## config.mk

```make
export PLATFORM = sky130hd
export DESIGN_NAME = byte_stuffed_frame_receiver_top
export DESIGN_NICKNAME = d
export VERILOG_FILES = /design/src/sv/bsfr_pkg.sv /design/src/sv/byte_stuffed_frame_receiver_top.sv /design/src/sv/bsfr_cfg.sv /design/src/sv/bsfr_decode.sv
export VERILOG_INCLUDE_DIRS = /design/src /design/src/sv
export SDC_FILE = /design/constraint.sdc
export NUM_CORES = 1
export LEC_CHECK = 0
export BUFFER_PORTS_ARGS = -buffer_cell sky130_fd_sc_hd__buf_2
export CAP_MARGIN = 20
export CORE_UTILIZATION = 60
export DETAILED_ROUTE_END_ITERATION = 8
export PLACE_DENSITY_LB_ADDON = 0.08
export REMOVE_ABC_BUFFERS = 1
export SKIP_CTS_REPAIR_TIMING = 1
export SYNTH_ARGS = -nofsm -noshare
export SYNTH_HDL_FRONTEND = slang
export SYNTH_HIERARCHICAL = 1
export SYNTH_SLANG_ARGS = --single-unit
```

## constraint.sdc

```tcl
create_clock -name clk -period 5.7 [get_ports clk]
set_input_delay 0 -clock clk [delete_from_list [all_inputs] [get_ports clk]]
set_output_delay 0 -clock clk [all_outputs]
set_load 0.005 [all_outputs]
```

## src/sv/byte_stuffed_frame_receiver_top_assert.svh

```systemverilog
// ----------------------------------------------------------------------------
// byte_stuffed_frame_receiver_top_assert.svh
// Assertion macros used by the frame receiver top.
// ----------------------------------------------------------------------------
`ifndef BYTE_STUFFED_FRAME_RECEIVER_TOP_ASSERT_SVH
`define BYTE_STUFFED_FRAME_RECEIVER_TOP_ASSERT_SVH

// Clocked check, off while reset is asserted
`define BSFR_ASSERT(name, prop, msg) \
  name: assert property (@(posedge clk) disable iff (!rst_n) prop) else $error(msg);

// Clocked check that also runs during reset
`define BSFR_ASSERT_RST(name, prop, msg) \
  name: assert property (@(posedge clk) prop) else $error(msg);

`endif

```

## src/sv/bsfr_pkg.sv

```systemverilog
// ----------------------------------------------------------------------------
// bsfr_pkg
// Types and constants shared by the byte-stuffed frame receiver.
// ----------------------------------------------------------------------------
package bsfr_pkg;

  localparam int unsigned ByteW  = 8;
  localparam int unsigned LenW   = 11;
  localparam int unsigned KindW  = 2;
  localparam int unsigned AddrW  = 5;
  localparam int unsigned DataW  = 32;
  localparam int unsigned RegIdxW = 3;

  // Result kinds
  typedef enum logic [KindW-1:0] {
    KIND_DATA     = 2'd0,
    KIND_END      = 2'd1,
    KIND_OVERFLOW = 2'd2,
    KIND_ABORT    = 2'd3
  } kind_t;

  // Register indexes (byte address = 4 * index)
  localparam logic [RegIdxW-1:0] REG_START_DELIM = 3'd0;
  localparam logic [RegIdxW-1:0] REG_ESCAPE_CODE = 3'd1;
  localparam logic [RegIdxW-1:0] REG_ABORT_CODE  = 3'd2;
  localparam logic [RegIdxW-1:0] REG_XOR_MASK    = 3'd3;
  localparam logic [RegIdxW-1:0] REG_MAX_LEN     = 3'd4;

  // Register reset values
  localparam logic [ByteW-1:0] RST_START_DELIM = 8'd126;
  localparam logic [ByteW-1:0] RST_ESCAPE_CODE = 8'd125;
  localparam logic [ByteW-1:0] RST_ABORT_CODE  = 8'd127;
  localparam logic [ByteW-1:0] RST_XOR_MASK    = 8'd32;
  localparam logic [LenW-1:0]  RST_MAX_LEN     = 11'd1024;

  typedef struct packed {
    logic [ByteW-1:0] start_delim;
    logic [ByteW-1:0] escape_code;
    logic [ByteW-1:0] abort_code;
    logic [ByteW-1:0] xor_mask;
    logic [LenW-1:0]  max_len;
  } cfg_t;

  typedef struct packed {
    logic            in_frame;
    logic            escape_pending;
    logic [LenW-1:0] byte_count;
  } state_t;

  typedef struct packed {
    logic             valid;
    kind_t            kind;
    logic [ByteW-1:0] payload;
    logic [LenW-1:0]  frame_len;
  } result_t;

endpackage

```

## src/sv/byte_stuffed_frame_receiver_top.sv

```systemverilog
// ----------------------------------------------------------------------------
// byte_stuffed_frame_receiver_top
// Deframes a byte-stuffed link stream into payload, end, abort and overflow
// words.
//
//   channel | direction | handshake          | payload
//   --------+-----------+--------------------+------------------------------
//   in_     | input     | in_valid/in_ready  | rx_byte
//   out_    | output    | out_valid/out_ready| kind, payload, frame_len
//   cfg_    | input     | APB write/read     | five 32-bit registers
//
// One word enters per cycle while the result is not stalled; results are registered.
// The rate is set by the single decode stage between the input register and
// the result register, with frame state updated as a word leaves the input
// register. A stalled result holds the input register; in_ready follows
// out_ready in the same cycle. Reset clears frame state and both valid flags.
// ----------------------------------------------------------------------------
`include "byte_stuffed_frame_receiver_top_assert.svh"

module byte_stuffed_frame_receiver_top #(
  parameter int unsigned MAX_FRAME = 1024
) (
  input  logic                            clk,
  input  logic                            rst_n,
  input  logic                            in_valid,
  output logic                            in_ready,
  input  logic [7:0]                      in_rx_byte,
  output logic                            out_valid,
  input  logic                            out_ready,
  output logic [1:0]                      out_kind,
  output logic [7:0]                      out_payload,
  output logic [10:0]                     out_frame_len,
  input  logic                            cfg_psel,
  input  logic                            cfg_penable,
  input  logic                            cfg_pwrite,
  input  logic [bsfr_pkg::AddrW-1:0]      cfg_paddr,
  input  logic [bsfr_pkg::DataW-1:0]      cfg_pwdata,
  output logic [bsfr_pkg::DataW-1:0]      cfg_prdata,
  output logic                            cfg_pready
);
  import bsfr_pkg::*;

  cfg_t             cfg;
  state_t           state_r;
  state_t           state_nxt;
  result_t          res;
  result_t          res_r;
  logic             s1_valid_r;
  logic [ByteW-1:0] s1_byte_r;
  logic             s1_adv;

  bsfr_cfg u_cfg (
    .clk     (clk),
    .rst_n   (rst_n),
    .psel    (cfg_psel),
    .penable (cfg_penable),
    .pwrite  (cfg_pwrite),
    .paddr   (cfg_paddr),
    .pwdata  (cfg_pwdata),
    .prdata  (cfg_prdata),
    .pready  (cfg_pready),
    .cfg     (cfg)
  );

  bsfr_decode #(
    .MAX_FRAME (MAX_FRAME)
  ) u_decode (
    .cfg     (cfg),
    .st      (state_r),
    .rx_byte (s1_byte_r),
    .st_nxt  (state_nxt),
    .res     (res)
  );

  // Advance the input word when the result slot is free or draining
  assign s1_adv   = s1_valid_r & (~res_r.valid | out_ready);
  assign in_ready = ~s1_valid_r | s1_adv;

  // Input register
  always_ff @(posedge clk) begin
    if (!rst_n) begin
      s1_valid_r <= 1'b0;
    end else if (in_ready) begin
      s1_valid_r <= in_valid;
    end
  end

  always_ff @(posedge clk) begin
    if (in_ready && in_valid) begin
      s1_byte_r <= in_rx_byte;
    end
  end

  // Frame state
  always_ff @(posedge clk) begin
    if (!rst_n) begin
      state_r <= '0;
    end else if (s1_adv) begin
      state_r <= state_nxt;
    end
  end

  // Result register
  always_ff @(posedge clk) begin
    if (!rst_n) begin
      res_r.valid <= 1'b0;
    end else if (s1_adv) begin
      res_r.valid <= res.valid;
    end else if (out_ready) begin
      res_r.valid <= 1'b0;
    end
    if (s1_adv) begin
      res_r.kind      <= res.kind;
      res_r.payload   <= res.payload;
      res_r.frame_len <= res.frame_len;
    end
  end

  assign out_valid     = res_r.valid;
  assign out_kind      = res_r.kind;
  assign out_payload   = res_r.payload;
  assign out_frame_len = res_r.frame_len;

  `BSFR_ASSERT(a_idle_clean, !state_r.in_frame |-> (state_r.byte_count == '0 && !state_r.escape_pending), "state left over outside a frame")
  `BSFR_ASSERT(a_count_bound, 17'(state_r.byte_count) <= 17'(MAX_FRAME), "byte count beyond frame limit")
  `BSFR_ASSERT(a_end_nonempty, (res_r.valid && res_r.kind == KIND_END) |-> res_r.frame_len != '0, "empty frame reported")
  `BSFR_ASSERT(a_hold_input, (s1_valid_r && res_r.valid && !out_ready) |=> (s1_valid_r && $stable(s1_byte_r) && $stable(state_r)), "input word lost while result stalled")
  `BSFR_ASSERT_RST(a_reset_clear, !rst_n |=> (!res_r.valid && !s1_valid_r && !state_r.in_frame), "valid flags not cleared by reset")

endmodule

```

## src/sv/bsfr_cfg.sv

```systemverilog
// ----------------------------------------------------------------------------
// bsfr_cfg
// APB-style register file holding the framing codes and the length limit.
// ----------------------------------------------------------------------------
module bsfr_cfg (
  input  logic                            clk,
  input  logic                            rst_n,
  input  logic                            psel,
  input  logic                            penable,
  input  logic                            pwrite,
  input  logic [bsfr_pkg::AddrW-1:0]      paddr,
  input  logic [bsfr_pkg::DataW-1:0]      pwdata,
  output logic [bsfr_pkg::DataW-1:0]      prdata,
  output logic                            pready,
  output bsfr_pkg::cfg_t                  cfg
);
  import bsfr_pkg::*;

  cfg_t               cfg_r;
  cfg_t               cfg_nxt;
  logic               wr_en;
  logic [RegIdxW-1:0] reg_idx;

  assign pready  = 1'b1;
  assign wr_en   = psel & penable & pwrite;
  assign reg_idx = paddr[AddrW-1:2];

  // Decode the write
  always_comb begin
    cfg_nxt = cfg_r;
    if (wr_en) begin
      unique case (reg_idx)
        REG_START_DELIM: cfg_nxt.start_delim = pwdata[ByteW-1:0];
        REG_ESCAPE_CODE: cfg_nxt.escape_code = pwdata[ByteW-1:0];
        REG_ABORT_CODE:  cfg_nxt.abort_code  = pwdata[ByteW-1:0];
        REG_XOR_MASK:    cfg_nxt.xor_mask    = pwdata[ByteW-1:0];
        REG_MAX_LEN:     cfg_nxt.max_len     = pwdata[LenW-1:0];
        default:         cfg_nxt = cfg_r;
      endcase
    end
  end

  always_ff @(posedge clk) begin
    if (!rst_n) begin
      cfg_r.start_delim <= RST_START_DELIM;
      cfg_r.escape_code <= RST_ESCAPE_CODE;
      cfg_r.abort_code  <= RST_ABORT_CODE;
      cfg_r.xor_mask    <= RST_XOR_MASK;
      cfg_r.max_len     <= RST_MAX_LEN;
    end else begin
      cfg_r <= cfg_nxt;
    end
  end

  // Read back
  always_comb begin
    prdata = '0;
    unique case (reg_idx)
      REG_START_DELIM: prdata = {(DataW-ByteW)'(0), cfg_r.start_delim};
      REG_ESCAPE_CODE: prdata = {(DataW-ByteW)'(0), cfg_r.escape_code};
      REG_ABORT_CODE:  prdata = {(DataW-ByteW)'(0), cfg_r.abort_code};
      REG_XOR_MASK:    prdata = {(DataW-ByteW)'(0), cfg_r.xor_mask};
      REG_MAX_LEN:     prdata = {(DataW-LenW)'(0), cfg_r.max_len};
      default:         prdata = '0;
    endcase
  end

  assign cfg = cfg_r;

endmodule

```

## src/sv/bsfr_decode.sv

```systemverilog
// ----------------------------------------------------------------------------
// bsfr_decode
// Next-state and result logic for one received byte.
// ----------------------------------------------------------------------------
module bsfr_decode #(
  parameter int unsigned MAX_FRAME = 1024
) (
  input  bsfr_pkg::cfg_t                 cfg,
  input  bsfr_pkg::state_t               st,
  input  logic [bsfr_pkg::ByteW-1:0]     rx_byte,
  output bsfr_pkg::state_t               st_nxt,
  output bsfr_pkg::result_t              res
);
  import bsfr_pkg::*;

  localparam int unsigned CmpW = 17;

  logic             clamp;
  logic [LenW-1:0]  limit;
  logic [ByteW-1:0] data_byte;

  // Clamp the programmed limit to the build-time maximum
  assign clamp = CmpW'(MAX_FRAME) < {(CmpW-LenW)'(0), cfg.max_len};
  assign limit = clamp ? LenW'(MAX_FRAME) : cfg.max_len;

  // Undo the escape
  assign data_byte = st.escape_pending ? (rx_byte ^ cfg.xor_mask) : rx_byte;

  always_comb begin
    st_nxt        = st;
    res.valid     = 1'b0;
    res.kind      = KIND_DATA;
    res.payload   = '0;
    res.frame_len = '0;
    if (rx_byte == cfg.start_delim) begin
      // Open, close, or skip an empty frame
      if (!st.in_frame) begin
        st_nxt.in_frame = 1'b1;
      end else if (st.byte_count != '0) begin
        res.valid     = 1'b1;
        res.kind      = KIND_END;
        res.frame_len = st.byte_count;
        st_nxt        = '0;
      end
    end else if (st.in_frame) begin
      if (rx_byte == cfg.abort_code) begin
        res.valid             = 1'b1;
        res.kind              = KIND_ABORT;
        st_nxt.byte_count     = '0;
        st_nxt.escape_pending = 1'b0;
      end else if (rx_byte == cfg.escape_code) begin
        st_nxt.escape_pending = 1'b1;
      end else if (st.byte_count < limit) begin
        res.valid             = 1'b1;
        res.payload           = data_byte;
        st_nxt.escape_pending = 1'b0;
        st_nxt.byte_count     = st.byte_count + LenW'(1);
      end else begin
        // Drop the byte and go idle
        res.valid = 1'b1;
        res.kind  = KIND_OVERFLOW;
        st_nxt    = '0;
      end
    end
  end

endmodule
```

==> reports/metrics.json, run 1 <==
{
  "dr_total_vias": 3943,
  "highest_layer": "met4",
  "drv_slew": 0,
  "drtAntennaViolNets": 0,
  "nets": 659,
  "met2RoutedLength_um": 5901,
  "cts.sinks": 87,
  "yosys_most_used_dff": "sky130_fd_sc_hd__dfxtp_1",
  "core-area_um2": 8217,
  "cp_cell_sequence": "inv_1, nand2_1, ha_1, a211oi_1, nor2_1, a211o_1, o21a_1, or3_1, mux2i_1, nand2_1, mux2i_1",
  "async_reset_ff_share_pct": 0,
  "grt_max_degree": 88,
  "cell_pwr_density_nw_per_um2": 214.1,
  "netlist_area_um2": 5112,
  "crit_path_end_kind": "register",
  "vias_per_cell": 5.593,
  "worst_ep_arrival_time_ns": 3.20,
  "cts-root-to-sink-buffers": 2,
  "clock_pin_transition_on_the_worst_setup_and_hold_timing_paths_ns": 0.10,
  "final.fill_count": 665,
  "critical_path_peak_fanout": 12,
  "drt-wirelength-per-cell_um": 16.53,
  "setup_viol_count_final": 0,
  "finClkSkew_ns": 0.01854,
  "tritoncts.num_buffers": 9,
  "synth_seq_area_share_pct": 39.75,
  "maxCapViolations": 0,
  "violations": "negative hold slack",
  "routed_wl_um": 11660,
  "post_synth_main_area_contributors": "sky130_fd_sc_hd__dfxtp_1, sky130_fd_sc_hd__edfxtp_1, sky130_fd_sc_hd__mux2i_1",
  "timing.max_slew.rel_slack_pct": 31.37,
  "yosysWarnings": 6,
  "fraction_of_synthesized_cell_area_taken_by_the_top_area_cell_type_pct": 22.71,
  "detailedRoute.firstPassIterationCount": 4,
  "finish.utilization_pct": 69.06,
  "starting_density_of_the_core_pct": 62.22,
  "ys_ff_latch": 87,
  "via_count_of_the_first_global_routing_pass": 3628,
  "dp_hpwl_um": 8114,
  "ir_worst_vdd_mv": 0.1459,
  "tritoncts_clock_tree": "yes",
  "std_cell_rows": 33,
  "maxClockFrequency_mhz": 344.5,
  "htreeDepth": 3,
  "hold_viol": 1,
  "share_of_the_cycle_needed_by_the_critical_path_after_routing_pct": 50.93,
  "insertedDiodeCount": 0,
  "critical_path.top_delay_family": "compound AO/OA/AOI/OAI gates",
  "crit_slowest_cell": "sky130_fd_sc_hd__or3_1",
  "chipHeight_um": 94.31,
  "die_w_um": 94.31,
  "drive_above_1_share_pct": 16.67,
  "drt-met1-wl_um": 4815,
  "synth_top_area_cell": "sky130_fd_sc_hd__dfxtp_1",
  "grt_first_pass_wirelength_um": 18040,
  "cellLeakagePower_nw": 2.362,
  "totalNegativeSetupSlack_ns": 0,
  "grt.total_usage_pct": 26.73,
  "min-delay-path-class": "input pin to register",
  "drtIter0Drc": 181,
  "drc_errors": 0,
  "netlist_instances": 531,
  "ios": 108,
  "post-place-cells": 670,
  "setup_repair_after_global_routing_missed_its_margin": "no",
  "worstSkewPairLatency_ns": 0.36,
  "syn2layout_area_growth_pct": 10.99,
  "layout.cells.non_filler": 705,
  "synthesis.area_per_instance_um2": 9.628,
  "number_of_enable_flip_flop_cells_after_synthesis": 29,
  "run_status": "complete, but fails checks",
  "worstPathRequired_ns": 6.00,
  "met3_wirelength_um": 528,
  "critPathBufInv": 1,
  "tightest_slew_ns": 1.027,
  "die-area_um2": 8893,
  "post-synth-top-count-cell": "sky130_fd_sc_hd__nand2_1",
  "whs_ns": -0.007238,
  "synth.lib_cells_used.distinct": 61,
  "grt_overflow": 0,
  "worst-setup-path-type": "register to register",
  "gp_routability_congestion": 0.9256,
  "critPathMaxStageDelay_ns": 0.57,
  "cts_root_buf": "sky130_fd_sc_hd__clkbuf_8",
  "element_type_at_the_critical_path_start": "register",
  "initial_antenna_violation_count": 0,
  "period_minus_slack_ns": 2.903,
  "port_buffers": 62,
  "synth_common_cells": "sky130_fd_sc_hd__nand2_1, sky130_fd_sc_hd__mux2i_1, sky130_fd_sc_hd__dfxtp_1"
}
==> power by group <==
group          switching [W]  total, W  internal [W]  leakage [nW]
clock               0.000238  0.000443      0.000205        0.0930
combinational      0.0000596  0.000109     0.0000498          1.50
sequential         0.0000125  0.000662      0.000649         0.774
total               0.000311   0.00121      0.000904          2.36
==> logic make-up (layout without fill, tap and decap cells) <==
logic type | count (synthesis) | in the layout | share of synthesized area (%)
AOI/OAI and AO/OA | 74 | 74 | 10.62
xor gates and xnor gates | 32 | 32 | 5.482
adders and majority gates | 12 | 12 | 2.937
buffers and inverters | 65 | 114 | 8.101
DFF | 87 | 87 | 39.75
muxes | 65 | 65 | 12.85
other | 2 | 22 | 0.1469
and+or+nand+nor | 194 | 194 | 20.12
==> state kept, by name, summed over array words and instances, names as in the netlist <==
register	cells
out_valid	1
u_cfg/cfg	43
out_frame_len	11
state_r	13
s1_valid_r	1
s1_byte_r	8
out_kind	2
out_payload	8
==> worst paths after layout <==
kind,from,to,slack [ns],cells after the start
worst max-delay path,u_cfg/cfg[10]$_SDFFE_PN1P_,state_r[0]$_SDFFE_PN0P_,2.80,11
worst min-delay path,out_ready,out_valid$_SDFFE_PN0P_,-0.007,4
worst max register to register,u_cfg/cfg[10]$_SDFFE_PN1P_,state_r[0]$_SDFFE_PN0P_,2.80,11
worst min register to register,u_cfg/cfg[14]$_SDFFE_PN0P_,u_cfg/cfg[14]$_SDFFE_PN0P_,0.49,2
==> layout by cell type (no fill, tap or decap), drive strengths merged, types with 3 or more instances in the layout <==
cell          n
nor4          9
o21a          4
a21o          9
dlygate4sd3  19
clkbuf       10
inv          17
nand2        84
edfxtp       29
mux2          5
mux2i        60
a31oi         5
and3          6
o31ai         5
nor4b         5
and2         12
a221o         5
o2bb2ai       3
nor2b        23
o211ai        9
a41oi         3
nor3          3
conb         22
nand3         6
ha           12
dfxtp        58
o21ai        17
buf          63
nand4         9
a21oi         6
xor2         16
a211o         3
xnor2        16
nand2b        3
nor2         22
==> final cells by class <==
type	instances	area, µm²	area share (%)
inverters	16	60.06	1.058
well taps	105	131.4	2.315
repair buffers	82	508.0	8.953
clock inverters	6	68.82	1.213
multi-input cells	399	2746	48.40
flip-flops and latches	87	2032	35.81
clock buffers	10	127.6	2.249
==> tightest hold or removal path, delay by kind of cell <==
family                 cells  cell delay (ns)
AO/OA/AOI/OAI              1             0.11
buffers and inverters      1             0.10
AND/OR/NAND/NOR            2             0.10
==> metal layers <==
metal | global-route usage (%) | vias to the layer above
met1 | 32.64 | 1844
met2 | 46.07 | 103
met4 | 13.21 | 0
li1 | - | 1966
met5 | 0 | -
met3 | 3.560 | 30
==> through the flow <==
step | worst slack, ns | hold WS, ns | cell area (µm²) | total power (W)
after global placement | 2.900 | 0.1778 | 5288 | 0.0007723
final | 2.797 | -0.007238 | 5674 | 0.001215
after global routing | 2.568 | 0.03692 | 5674 | 0.001255
after CTS | 2.834 | -0.1999 | 5484 | 0.001209
after detailed placement | 2.860 | 0.1781 | 5288 | 0.0007746
after floorplan | 3.182 | 0.08887 | 4833 | 0.0007286
No activity file was read; power rests on OpenSTA's default activity.
==> run 2, diff against run 1 <==
Settings changed: ABC_AREA from default to 1, CORE_UTILIZATION 60 to 51.
Clock period 5.7 ns to 2.4 ns, I/O delays scaled along.
==> reports/metrics.json, run 2 <==
{
  "min-delay-path-class": "input pin to register",
  "place_ws_ns": -0.3502,
  "cts-root-to-sink-buffers": 2,
  "clock_pin_transition_on_the_worst_setup_and_hold_timing_paths_ns": 0.09,
  "port_buffers": 62,
  "die-area_um2": 11400,
  "comb_power_share_pct": 17.4,
  "critPathBufInv": 3,
  "total_switching_power_w": 0.0009158,
  "async_reset_ff_share_pct": 0,
  "synth_mux_area_share_pct": 0,
  "highest_layer": "met4",
  "vias_per_cell": 5.232,
  "drt-wirelength-per-cell_um": 14.24,
  "die_w_um": 106.8,
  "drc_errors": 0,
  "grt_max_degree": 30,
  "routed_wl_um": 15240,
  "grt_overflow": 0,
  "multi_input_comb_area_um2": 3127,
  "run_status": "complete, but fails checks",
  "maxClockFrequency_mhz": 376.1,
  "setup_repair_after_global_routing_missed_its_margin": "yes",
  "drive_above_1_share_pct": 20.99,
  "worst-setup-path-type": "register to register",
  "synth_simple_gate_area_share_pct": 43.17,
  "layout.cells.most_common": "sky130_fd_sc_hd__nand2_1",
  "fraction_of_synthesized_cell_area_taken_by_the_top_area_cell_type_pct": 20.74,
  "cell_pwr_density_nw_per_um2": 483.3,
  "cts.sinks": 87,
  "drv_slew": 0,
  "syn2layout_area_growth_pct": 18.66,
  "synth_fa_ha_area_share_pct": 2.682,
  "number_of_enable_flip_flop_cells_after_synthesis": 29,
  "layout_setup_ws_ns": -0.2589,
  "design_power_total_w": 0.003211,
  "power_frac_seq_pct": 50.4,
  "power.share.clock_pct": 32.1,
  "ys_ff_latch": 87,
  "synth.lib_cells_used.distinct": 43,
  "synth_common_cells": "sky130_fd_sc_hd__nand2_1, sky130_fd_sc_hd__nor2_1, sky130_fd_sc_hd__nand3_1",
  "finClkSkew_ns": 0.01625,
  "element_type_at_the_critical_path_start": "register",
  "met2RoutedLength_um": 6781,
  "synth_seq_area_share_pct": 36.29,
  "critPathMaxStageDelay_ns": 0.33,
  "ir_worst_vdd_mv": 0.3694,
  "grt_first_pass_wirelength_um": 23480,
  "post-synth-top-count-cell": "sky130_fd_sc_hd__nand2_1",
  "via_count_of_the_first_global_routing_pass": 4647,
  "crit_path_end_kind": "register",
  "totalNegativeSetupSlack_ns": -3.672,
  "netlist_area_um2": 5599,
  "yosysWarnings": 6,
  "drtAntennaViolNets": 0,
  "maxCapViolations": 0,
  "nets": 993,
  "ff_latch_area_um2": 2034,
  "synth_top_area_cell": "sky130_fd_sc_hd__dfxtp_1",
  "insertedDiodeCount": 0,
  "grt.total_usage_pct": 26.89,
  "starting_density_of_the_core_pct": 53.52,
  "worst_ep_arrival_time_ns": 2.99,
  "initial_antenna_violation_count": 0,
  "gp_routability_congestion": 0.9099,
  "yosys.area_share.xor_xnor_pct": 0.9385,
  "critical_path.top_delay_family": "simple AND/OR/NAND/NOR gates",
  "yosys_most_used_dff": "sky130_fd_sc_hd__dfxtp_1",
  "std_cell_rows": 37,
  "largest_register_ffs": 43,
  "power_switching_share_pct": 28.52,
  "setup_viol_count_final": 20,
  "synth-compound-area-share_pct": 4.380,
  "crit_slowest_cell": "sky130_fd_sc_hd__dfxtp_2",
  "violations": "negative setup slack",
  "most-common-layout-cells": "sky130_fd_sc_hd__nand2_1, sky130_fd_sc_hd__nor2_1, sky130_fd_sc_hd__nand3_1, sky130_fd_sc_hd__inv_1, sky130_fd_sc_hd__buf_2",
  "met3_wirelength_um": 1284,
  "post_synth_main_area_contributors": "sky130_fd_sc_hd__dfxtp_1, sky130_fd_sc_hd__nand2_1, sky130_fd_sc_hd__edfxtp_1",
  "period_minus_slack_ns": 2.659,
  "cts_root_buf": "sky130_fd_sc_hd__clkbuf_8",
  "cellLeakagePower_nw": 3.320,
  "detailedRoute.firstPassIterationCount": 6,
  "worstPathRequired_ns": 2.73,
  "worstSkewPairLatency_ns": 0.38,
  "ios": 108,
  "cp_cell_sequence": "nor4_2, and3_1, nand3b_1, nand2_2, nand2_2, ha_4, nand2_2, inv_2, nand2_2, nor2_2, nand2_1, nand3_2, nand2_4, nand2_4, buf_4, o21ai_2, nand2_1, nand2_1, inv_1, nand3_1, nand2_1, nor2_1",
  "tritoncts_clock_tree": "yes",
  "timing.max_slew.rel_slack_pct": 46.94,
  "dp_hpwl_um": 11110,
  "critical_path_peak_fanout": 5,
  "htreeDepth": 3,
  "core-area_um2": 10460,
  "tightest_slew_ns": 0.7930,
  "post-place-cells": 1029,
  "layout.cells.non_filler": 1070,
  "synth_top_family_by_area": "simple AND/OR/NAND/NOR gates",
  "synthesis.area_per_instance_um2": 6.754,
  "netlist_instances": 829,
  "drt-met1-wl_um": 6885,
  "final.fill_count": 1009,
  "chipHeight_um": 106.8,
  "share_of_the_cycle_needed_by_the_critical_path_after_routing_pct": 110.8,
  "hold_viol": 0,
  "tritoncts.num_buffers": 9,
  "dr_total_vias": 5598,
  "drtIter0Drc": 551,
  "power_report.internal_total_w": 0.002296
}
[run 2: cell types whose count changed in the layout (fill, tap and decap cells not counted), sizes merged, moves of 16 or more]
cell / previous run / this run
nand4: 9 / 25
nand2: 84 / 286
nor2b: 23 / 0
nand3: 6 / 90
inv: 17 / 99
nor2: 22 / 116
buf: 63 / 94
mux2i: 60 / 0
a21oi: 6 / 24
[run 2: per-stage QoR]
| stage | hold WS [ns] | util, % | instance area, µm² |
|---|---|---|---|
| 2_1_floorplan | 0.08463 | - | 5361 |
| 3_3_place_gp | 0.1793 | 57.81 | 6048 |
| 3_5_place_dp | 0.1798 | 57.81 | 6048 |
| 4_1_cts | -0.2222 | 59.63 | 6238 |
| 5_1_grt | 0.03239 | 63.50 | 6644 |
| 6_report | 0.01775 | 63.50 | 6644 |
[run 2: kinds of logic (layout without fill, tap and decap cells)]
kind of cell | after synthesis | in the layout
other | 2 | 22
and+or+nand+nor | 536 | 537
DFF | 87 | 87
AOI/OAI and AO/OA | 40 | 40
xor gates and xnor gates | 6 | 6
buffers and inverters | 146 | 230
adders and majority gates | 12 | 12
[run 2: power by group through the flow]
stage	Combinational [W]	Clock (W)	Sequential (W)
6_report	0.000560	0.00103	0.00162
5_1_grt	0.000625	0.00111	0.00163
4_1_cts	0.000488	0.00106	0.00161
3_5_place_dp	0.000485	0	0.00165
3_3_place_gp	0.000474	0	0.00165
2_1_floorplan	0.000297	0	0.00165
[run 2: layout make-up]
type                            instances  area share, %
Clock inverter                          3         0.6215
Clock buffer                           13          2.241
Timing Repair Buffer                  113          11.15
Tap cell                              136          2.561
Inverter                              101          5.744
Sequential cell                        87          30.62
Multi-Input combinational cell        617          47.06
[run 2: worst paths after layout]
path                                                 start                          to  slack, ns  depth (start not counted)
worst max-delay path             u_cfg/cfg[9]$_SDFFE_PN0P_     state_r[1]$_SDFFE_PN0P_      -0.26                         22
worst min-delay path                             out_ready     s1_valid_r$_SDFFE_PN0P_       0.02                          4
worst max register to register   u_cfg/cfg[9]$_SDFFE_PN0P_     state_r[1]$_SDFFE_PN0P_      -0.26                         22
worst min register to register  u_cfg/cfg[25]$_SDFFE_PN1P_  u_cfg/cfg[25]$_SDFFE_PN1P_       0.53                          2
[run 2: per-layer routing]
| layer | up-vias | global-route usage, % |
|---|---|---|
| met5 | - | 0 |
| met2 | 248 | 39.91 |
| met1 | 2539 | 39.48 |
| met3 | 27 | 4.742 |
| li1 | 2784 | - |
| met4 | 0 | 8.513 |
[run 2: tightest hold or removal path, stage by stage]
cell and delay, ns:
sky130_fd_sc_hd__buf_2 0.07, sky130_fd_sc_hd__inv_1 0.07, sky130_fd_sc_hd__nand3_1 0.13, sky130_fd_sc_hd__a21oi_1 0.07
